## src/hdl/addressed_frame_receiver_assert.svh

```systemverilog
// ----------------------------------------------------------------------------
// Addressed frame receiver assertion macros
// Clocked property shorthands used by the receiver datapath.
// ----------------------------------------------------------------------------
`ifndef ADDRESSED_FRAME_RECEIVER_ASSERT_SVH
`define ADDRESSED_FRAME_RECEIVER_ASSERT_SVH

// same-cycle implication, disabled in reset
`define AFR_ASSERT_IMP(label, clk, rst_n, ante, cons) \
    label: assert property (@(posedge clk) disable iff (!rst_n) (ante) |-> (cons)) \
        else $error("afr: same-cycle check failed");

// next-cycle implication, disabled in reset
`define AFR_ASSERT_NEXT(label, clk, rst_n, ante, cons) \
    label: assert property (@(posedge clk) disable iff (!rst_n) (ante) |=> (cons)) \
        else $error("afr: next-cycle check failed");

`endif

```

## src/hdl/afr_pkg.sv

```systemverilog
// ----------------------------------------------------------------------------
// afr_pkg
// Types and constants of the addressed frame receiver.
// ----------------------------------------------------------------------------
package afr_pkg;

    localparam int FRAME_BYTES = 21;
    localparam int CNT_W       = 5;
    localparam int MAX_LEN     = FRAME_BYTES - 6;
    localparam int LEN_BIAS    = 5;
    localparam int LEN_POS     = 3;
    localparam int CFG_IDX_W   = 1;

    localparam logic [CFG_IDX_W-1:0] CFG_DEV_ADDR = 1'd0;
    localparam logic [CFG_IDX_W-1:0] CFG_TIMEOUT  = 1'd1;

    localparam logic OP_BYTE = 1'b0;
    localparam logic OP_TICK = 1'b1;

    typedef enum logic [1:0] {
        ST_GOOD = 2'd0,
        ST_SUM  = 2'd1,
        ST_LEN  = 2'd2
    } t_status;

    typedef enum logic [1:0] {
        S_IDLE,
        S_ERR,
        S_READ,
        S_PUSH
    } t_state;

    typedef struct packed {
        logic       op;
        logic [7:0] rx_byte;
        logic       line_error;
    } t_in;

    typedef struct packed {
        logic [1:0] status;
        logic [7:0] frame_byte;
        logic [4:0] byte_index;
        logic       last;
    } t_out;

    typedef struct packed {
        logic accept;
        logic rd;
        logic load_good;
        logic load_err;
    } t_cmd;

    typedef struct packed {
        logic done;
        logic bad;
        logic out_free;
        logic last;
    } t_sts;

endpackage

```

## src/hdl/afr_ctrl.sv

```systemverilog
// ----------------------------------------------------------------------------
// afr_ctrl
// Sequencer: takes words while idle, then reports a finished frame.
// ----------------------------------------------------------------------------
module afr_ctrl (
    input  logic            i_clk,
    input  logic            i_rst_n,
    input  logic            i_in_valid,
    output logic            o_in_ready,
    input  afr_pkg::t_sts   i_sts,
    output afr_pkg::t_cmd   o_cmd
);

    afr_pkg::t_state r_state;
    afr_pkg::t_state n_state;

    always_ff @(posedge i_clk) begin
        if (!i_rst_n) begin
            r_state <= afr_pkg::S_IDLE;
        end else begin
            r_state <= n_state;
        end
    end

    always_comb begin
        n_state    = r_state;
        o_cmd      = '0;
        o_in_ready = 1'b0;
        case (r_state)
            afr_pkg::S_IDLE: begin
                o_in_ready   = 1'b1;
                o_cmd.accept = i_in_valid;
                if (i_in_valid && i_sts.done) begin
                    n_state = i_sts.bad ? afr_pkg::S_ERR : afr_pkg::S_READ;
                end
            end
            afr_pkg::S_ERR: begin
                if (i_sts.out_free) begin
                    o_cmd.load_err = 1'b1;
                    n_state        = afr_pkg::S_IDLE;
                end
            end
            afr_pkg::S_READ: begin
                o_cmd.rd = 1'b1;
                n_state  = afr_pkg::S_PUSH;
            end
            afr_pkg::S_PUSH: begin
                if (i_sts.out_free) begin
                    o_cmd.load_good = 1'b1;
                    n_state = i_sts.last ? afr_pkg::S_IDLE : afr_pkg::S_READ;
                end
            end
            default: begin
                n_state = afr_pkg::S_IDLE;
            end
        endcase
    end

endmodule

```

## src/hdl/afr_dp.sv

```systemverilog
// ----------------------------------------------------------------------------
// afr_dp
// Frame store, byte count, running sum, idle timer and output register.
// ----------------------------------------------------------------------------
`include "addressed_frame_receiver_assert.svh"

module afr_dp (
    input  logic                            i_clk,
    input  logic                            i_rst_n,
    input  afr_pkg::t_in                    i_in_data,
    input  afr_pkg::t_cmd                   i_cmd,
    output afr_pkg::t_sts                   o_sts,
    output logic                            o_out_valid,
    input  logic                            i_out_ready,
    output afr_pkg::t_out                   o_out_data,
    input  logic                            i_cfg_we,
    input  logic [afr_pkg::CFG_IDX_W-1:0]   i_cfg_index,
    input  logic [7:0]                      i_cfg_data
);

    logic [7:0] r_mem [afr_pkg::FRAME_BYTES];

    logic [7:0]                r_dev_addr;
    logic [7:0]                r_timeout;
    logic [afr_pkg::CNT_W-1:0] r_cnt;
    logic [afr_pkg::CNT_W-1:0] n_cnt;
    logic [7:0]                r_timer;
    logic [7:0]                n_timer;
    logic [7:0]                r_len;
    logic [7:0]                r_sum;
    logic [1:0]                r_status;
    logic [afr_pkg::CNT_W-1:0] r_n;
    logic [afr_pkg::CNT_W-1:0] r_idx;
    logic [7:0]                r_rd_data;
    logic                      r_out_valid;
    afr_pkg::t_out             r_out;

    logic [afr_pkg::CNT_W-1:0] w_cnt_inc;
    logic                      w_store;
    logic                      w_first;
    logic                      w_done;
    logic [1:0]                w_code;
    logic                      w_last;
    logic [7:0]                w_limit;

    // configuration
    always_ff @(posedge i_clk) begin
        if (!i_rst_n) begin
            r_dev_addr <= 8'd0;
            r_timeout  <= 8'd10;
        end else if (i_cfg_we) begin
            case (i_cfg_index)
                afr_pkg::CFG_DEV_ADDR: r_dev_addr <= i_cfg_data;
                afr_pkg::CFG_TIMEOUT:  r_timeout  <= i_cfg_data;
                default: ;
            endcase
        end
    end

    assign w_cnt_inc = r_cnt + afr_pkg::CNT_W'(1);
    assign w_limit   = r_timeout - 8'd1;

    // word decode
    always_comb begin
        n_cnt   = r_cnt;
        n_timer = r_timer;
        w_store = 1'b0;
        w_first = 1'b0;
        w_done  = 1'b0;
        w_code  = afr_pkg::ST_GOOD;
        if (i_in_data.op == afr_pkg::OP_TICK) begin
            if (r_timer == w_limit) begin
                n_timer = r_timeout;
                n_cnt   = '0;
            end else if (r_timer != r_timeout) begin
                n_timer = r_timer + 8'd1;
            end
        end else begin
            n_timer = 8'd0;
            if (!i_in_data.line_error) begin
                if (r_cnt == '0) begin
                    if (i_in_data.rx_byte == r_dev_addr) begin
                        w_first = 1'b1;
                        n_cnt   = afr_pkg::CNT_W'(1);
                    end
                end else if (r_cnt >= afr_pkg::CNT_W'(afr_pkg::FRAME_BYTES)) begin
                    n_cnt = '0;
                end else begin
                    w_store = 1'b1;
                    n_cnt   = w_cnt_inc;
                    if (w_cnt_inc >= afr_pkg::CNT_W'(afr_pkg::LEN_BIAS) &&
                        (({4'd0, w_cnt_inc} == ({1'b0, r_len} + 9'(afr_pkg::LEN_BIAS))) ||
                         w_cnt_inc == afr_pkg::CNT_W'(afr_pkg::FRAME_BYTES))) begin
                        w_done = 1'b1;
                        n_cnt  = '0;
                        if (r_len > 8'(afr_pkg::MAX_LEN)) begin
                            w_code = afr_pkg::ST_LEN;
                        end else if (i_in_data.rx_byte != r_sum) begin
                            w_code = afr_pkg::ST_SUM;
                        end
                    end
                end
            end
        end
    end

    always_ff @(posedge i_clk) begin
        if (!i_rst_n) begin
            r_cnt   <= '0;
            r_timer <= 8'd0;
        end else if (i_cmd.accept) begin
            r_cnt   <= n_cnt;
            r_timer <= n_timer;
        end
    end

    // store, length, running sum
    always_ff @(posedge i_clk) begin
        if (i_cmd.accept && w_first) begin
            r_mem[0] <= i_in_data.rx_byte;
            r_sum    <= i_in_data.rx_byte;
        end
        if (i_cmd.accept && w_store) begin
            r_mem[r_cnt] <= i_in_data.rx_byte;
            r_sum        <= r_sum + i_in_data.rx_byte;
            if (r_cnt == afr_pkg::CNT_W'(afr_pkg::LEN_POS)) begin
                r_len <= i_in_data.rx_byte;
            end
        end
        if (i_cmd.accept && w_done) begin
            r_status <= w_code;
            r_n      <= afr_pkg::CNT_W'(r_len) + afr_pkg::CNT_W'(afr_pkg::LEN_BIAS - 1);
        end
        if (i_cmd.rd) begin
            r_rd_data <= r_mem[r_idx];
        end
    end

    assign w_last = (r_idx == r_n - afr_pkg::CNT_W'(1));

    // report index
    always_ff @(posedge i_clk) begin
        if (!i_rst_n) begin
            r_idx <= '0;
        end else if (i_cmd.load_good) begin
            r_idx <= w_last ? '0 : r_idx + afr_pkg::CNT_W'(1);
        end
    end

    // output register
    always_ff @(posedge i_clk) begin
        if (!i_rst_n) begin
            r_out_valid <= 1'b0;
        end else if (i_cmd.load_good || i_cmd.load_err) begin
            r_out_valid <= 1'b1;
        end else if (i_out_ready) begin
            r_out_valid <= 1'b0;
        end
    end

    always_ff @(posedge i_clk) begin
        if (i_cmd.load_good) begin
            r_out.status     <= afr_pkg::ST_GOOD;
            r_out.frame_byte <= r_rd_data;
            r_out.byte_index <= r_idx;
            r_out.last       <= w_last;
        end else if (i_cmd.load_err) begin
            r_out.status     <= r_status;
            r_out.frame_byte <= 8'd0;
            r_out.byte_index <= '0;
            r_out.last       <= 1'b1;
        end
    end

    assign o_out_valid    = r_out_valid;
    assign o_out_data     = r_out;
    assign o_sts.done     = w_done;
    assign o_sts.bad      = (w_code != afr_pkg::ST_GOOD);
    assign o_sts.out_free = !r_out_valid || i_out_ready;
    assign o_sts.last     = w_last;

    `AFR_ASSERT_IMP(a_cnt_range, i_clk, i_rst_n, 1'b1, r_cnt < afr_pkg::CNT_W'(afr_pkg::FRAME_BYTES))
    `AFR_ASSERT_IMP(a_one_load, i_clk, i_rst_n, i_cmd.load_good, !i_cmd.load_err)
    `AFR_ASSERT_IMP(a_rd_in_frame, i_clk, i_rst_n, i_cmd.rd, r_idx < r_n)
    `AFR_ASSERT_NEXT(a_load_shows, i_clk, i_rst_n, i_cmd.load_good || i_cmd.load_err, r_out_valid)

endmodule

```

## src/hdl/addressed_frame_receiver.sv

```systemverilog
// ----------------------------------------------------------------------------
// addressed_frame_receiver
// Deframes addressed multidrop packets with an 8-bit sum and streams them out.
// ----------------------------------------------------------------------------
// Sequence: a good frame's closing byte leads to a read state, which registers
// a frame store byte, then to a push state, which loads the output register once
// it is free; a bad frame waits in an error state for a free output register.
// Throughput: one input word per cycle while idle; none is taken during readout.
// Reset: synchronous active low; clears count, timer, sequencer and output
// valid; device address resets to 0 and timeout to 10.
module addressed_frame_receiver (
    input  logic                            i_clk,
    input  logic                            i_rst_n,
    input  logic                            i_in_valid,
    output logic                            o_in_ready,
    input  afr_pkg::t_in                    i_in_data,
    output logic                            o_out_valid,
    input  logic                            i_out_ready,
    output afr_pkg::t_out                   o_out_data,
    input  logic                            i_cfg_we,
    input  logic [afr_pkg::CFG_IDX_W-1:0]   i_cfg_index,
    input  logic [7:0]                      i_cfg_data
);

    afr_pkg::t_cmd w_cmd;
    afr_pkg::t_sts w_sts;

    afr_ctrl u_ctrl (
        .i_clk      (i_clk),
        .i_rst_n    (i_rst_n),
        .i_in_valid (i_in_valid),
        .o_in_ready (o_in_ready),
        .i_sts      (w_sts),
        .o_cmd      (w_cmd)
    );

    afr_dp u_dp (
        .i_clk       (i_clk),
        .i_rst_n     (i_rst_n),
        .i_in_data   (i_in_data),
        .i_cmd       (w_cmd),
        .o_sts       (w_sts),
        .o_out_valid (o_out_valid),
        .i_out_ready (i_out_ready),
        .o_out_data  (o_out_data),
        .i_cfg_we    (i_cfg_we),
        .i_cfg_index (i_cfg_index),
        .i_cfg_data  (i_cfg_data)
    );

endmodule
```

## config.mk

```make
export PLATFORM = sky130hd
export DESIGN_NAME = addressed_frame_receiver
export DESIGN_NICKNAME = d
export VERILOG_FILES = /design/src/hdl/afr_pkg.sv /design/src/hdl/afr_ctrl.sv /design/src/hdl/afr_dp.sv /design/src/hdl/addressed_frame_receiver.sv
export VERILOG_INCLUDE_DIRS = /design/src /design/src/hdl
export SDC_FILE = /design/constraint.sdc
export NUM_CORES = 1
export LEC_CHECK = 0
export BUFFER_PORTS_ARGS = -buffer_cell sky130_fd_sc_hd__buf_2
export CAP_MARGIN = 20
export CORE_ASPECT_RATIO = 1.75
export CORE_UTILIZATION = 30
export DETAILED_ROUTE_END_ITERATION = 10
export PLACE_DENSITY_LB_ADDON = 0.25
export REMOVE_ABC_BUFFERS = 1
export SLEW_MARGIN = 20
export SYNTH_ARGS = -nofsm -noshare
export SYNTH_HDL_FRONTEND = slang
export SYNTH_HIERARCHICAL = 1
export SYNTH_SLANG_ARGS = --single-unit
```

## constraint.sdc

```tcl
create_clock -name i_clk -period 3.4 [get_ports i_clk]
set_input_delay 0 -clock i_clk [delete_from_list [all_inputs] [get_ports i_clk]]
set_output_delay 0 -clock i_clk [all_outputs]
set_load 0.01 [all_outputs]
```

==> impl_metrics.csv <==
group,metric,value,unit
global_routing,track_usage,13.7,%
power_and_ir_drop,power.leakage,4.37,nW
global_routing,grt.overflow.total,0,
floorplan,rows,92,
routing,drc_errors,0,
setup_path,path_delay_family,"simple AND/OR/NAND/NOR gates",
logic_synthesis,async_reset_ff_share,0,%
setup_path,crit_path_start_kind,"flop",
setup_path,crit_fanout,7,
timing,max-slew-margin-rel,41.2,%
timing,clock_skew,0.0200,ns
setup_path,cp.required,3.57,ns
finish,area_delta_synth_final,17.4,%
placement,dp.final_hpwl,17300,um
timing,clock.fmax,0.337,GHz
logic_synthesis,synthesis.area,11100,um2
timing,hold_violations,0,
floorplan,die-area,37700,um2
setup_path,end_kind,"flop",
routing,wire_per_inst,19.0,um
global_routing,grt_start_max_net_pins,34,
floorplan,io_pins,42,
timing,period_share,87.3,%
setup_path,critPathMaxStageDelay,0.47,ns
clock_network,h-tree-depth,1,
logic_synthesis,yosysSeqAreaShare,64.8,%
floorplan,fp.dieW,147,um
finish,final_common_cell,"edfxtp_1",
power_and_ir_drop,peakVddDrop,375,uV
hold_path,hold_class,"input pin to flop",
run,drv_cap,0,
setup_path,arrival,3.14,ns
setup_path,reg2reg_from,"u_dp/r_len[0]",
finish,antenna_cells,0,
clock_network,ctsResizeCount,0,
timing,rsz0062_at_grt,"no",
logic_synthesis,yosys.area.top_type,"edfxtp_1",
routing,drt_pre_antenna_iters,4,
global_routing,grt_pass1_wl,39200,um
setup_path,slowest_stage,"nor2_1",
logic_synthesis,synth-warning-count,6,
routing,drt_wl_total,25400,um
finish,final_cell_mix,"213 x edfxtp_1, 64 x nand2_1, 48 x mux4_2, 41 x buf_2, 37 x dfxtp_1",
logic_synthesis,avgSynthCellArea,14.6,um2
global_routing,antenna_found_initial,0,
run_status,outcome,"finished, final reports clean",
floorplan,chipHeight,256,um
clock_network,root_buffer,"clkbuf_16",
routing,via_count,6459,
finish,nets,894,
timing,setup_tns,0,ns
finish,fill_cells,3514,
power_and_ir_drop,power.density,470,nW/um2
routing,postRouteAntennaNets,0,
placement,io_buffers,41,
routing,drtIter0Drc,396,
clock_network,worstSkewPairLatency,0.53,ns
finish,utilization,36.0,%
setup_path,crit_path_start,"u_dp/r_len[0]",
clock_network,clkSinkCount,252,
hold_path,hp-start,"i_in_data[5]",
logic_synthesis,synth_area_leaders,"edfxtp_1 58%, mux4_2 9.8%, dfxtp_1 7.0%",
logic_synthesis,synthFlopType,"edfxtp_1",
clock_network,clock_path_buffers,3,
logic_synthesis,ys_ff_latch,252,
logic_synthesis,ys_types,63,
logic_synthesis,synth_top_area_share,57.7,%
timing,fin_crit,2.97,ns
global_routing,grt_pass1_vias,6864,
clock_network,path_clk_slew,0.06,ns
placement,globalplace.congestion,0.821,
logic_synthesis,synth_edf_count,213,
clock_network,cts_buffers,24,
setup_path,path_buf_inv,0,
floorplan,initial_core_util,30.7,%
setup_path,critical_path_class,"flop to flop",
floorplan,core,36100,um2
timing,slew_violations,0,
routing,avgViaCountPerCell,4.82,
finish,drive_above_1_share,19.3,%
timing,tightestPinTransition,0.880,ns
clock_network,cts_tree,"built",
timing,setup_violations,0,
setup_path,path_cells,"ha_1 -> xor2_1 -> or4_1 -> nor4_1 -> a211oi_1 -> or2_1 -> nor2_1",
logic_synthesis,synthCells,758,
==> per-layer routing <==
| metal | GRT usage, % | part of all wire, % | vias up |
|---|---|---|---|
| met2 | 27.6 | 58 | 93 |
| met1 | 13.9 | 37 | 3239 |
| met3 | 1.32 | 2.2 | 41 |
| li1 | - | - | 3086 |
| met5 | 0 | 0 | - |
| met4 | 5.56 | 3.0 | 0 |
==> logic make-up after synthesis <==
logic type               count (synthesis)  synth area share (%)
flip-flops                             252                  64.8
AND/OR/NAND/NOR                        211                  9.69
AO/OA/AOI/OAI                          104                  6.32
buffers and inverters                   66                  2.50
multiplexers                            65                  11.3
XOR/XNOR                                42                  3.32
adder cells (fa/ha/maj)                 18                  2.10
==> stage by stage <==
stage	hold slack (ns)	std cells	cell area, um2	setup slack [ns]	total power (W)
after floorplan	0.0889	721	10900	0.0334	0.00352
after CTS	0.0181	1339	13000	0.422	0.00620
final	0.0163	1339	13000	0.431	0.00611
after global routing	0.0358	1339	13000	0.210	0.00631
after detailed placement	0.263	1267	12000	0.444	0.00362
after global placement	0.260	1267	12000	0.498	0.00361
==> synthesized netlist by cell type (all sizes together) (4+ instances only) <==
| master | instances |
|---|---|
| nand2b | 8 |
| xor2 | 26 |
| xnor2 | 16 |
| and2 | 20 |
| nor4 | 15 |
| mux2i | 17 |
| o211ai | 4 |
| ha | 17 |
| o22ai | 10 |
| or4 | 6 |
| and3 | 5 |
| nor2b | 6 |
| buf | 12 |
| a21oi | 20 |
| nand2 | 64 |
| dfxtp | 39 |
| o31ai | 7 |
| a21boi | 18 |
| nor3 | 19 |
| mux4 | 48 |
| o21ai | 22 |
| inv | 29 |
| nor2 | 35 |
| nand4 | 6 |
| clkbuf | 25 |
| edfxtp | 213 |
| nand3 | 11 |
==> registers in the layout (all words and copies together), names as in the netlist <==
name,count
u_dp/r_timeout,8
u_dp/r_idx,5
u_dp/r_sum,8
u_dp/o_out_data,16
u_dp/o_out_valid,1
u_dp/r_n,5
u_dp/r_rd_data,8
u_dp/r_cnt,5
u_dp/r_dev_addr,8
u_ctrl/r_state,2
u_dp/r_mem,168
u_dp/r_timer,8
u_dp/r_status,2
u_dp/r_len,8
==> repair_timing <==
action	4_1_cts	5_1_grt
hold buffers	29	0
endpoints found under the hold margin	77	0
buffers inserted	0	0
==> area by class of cell <==
type / count / area (um2) / area share, %
clock inverter: 11 / 52.6 / 0.404
timing repair buffer: 105 / 771 / 5.93
sequential: 252 / 7180 / 55.2
inverter: 29 / 109 / 0.837
clock buffer: 32 / 682 / 5.24
tap: 470 / 588 / 4.52
multi-input combinational: 440 / 3630 / 27.9
==> power by group <==
group	switching (W)	total (W)	internal, W
Combinational	0.000128	0.000206	0.0000784
Clock	0.00114	0.00254	0.00141
Sequential	0.0000152	0.00337	0.00335
Total	0.00128	0.00611	0.00483
==> path summary, 6_finish.rpt <==
check / endpoint / slack, ns / depth (start not counted)
setup reg to reg: u_dp/r_n[3] / 0.43 / 7
hold / removal: u_dp/r_mem[12][4] / 0.02 / 1
hold reg to reg: u_dp/r_dev_addr[5] / 0.48 / 2
setup / recovery: u_dp/r_n[3] / 0.43 / 7
No activity file was read; power rests on OpenSTA's default activity.
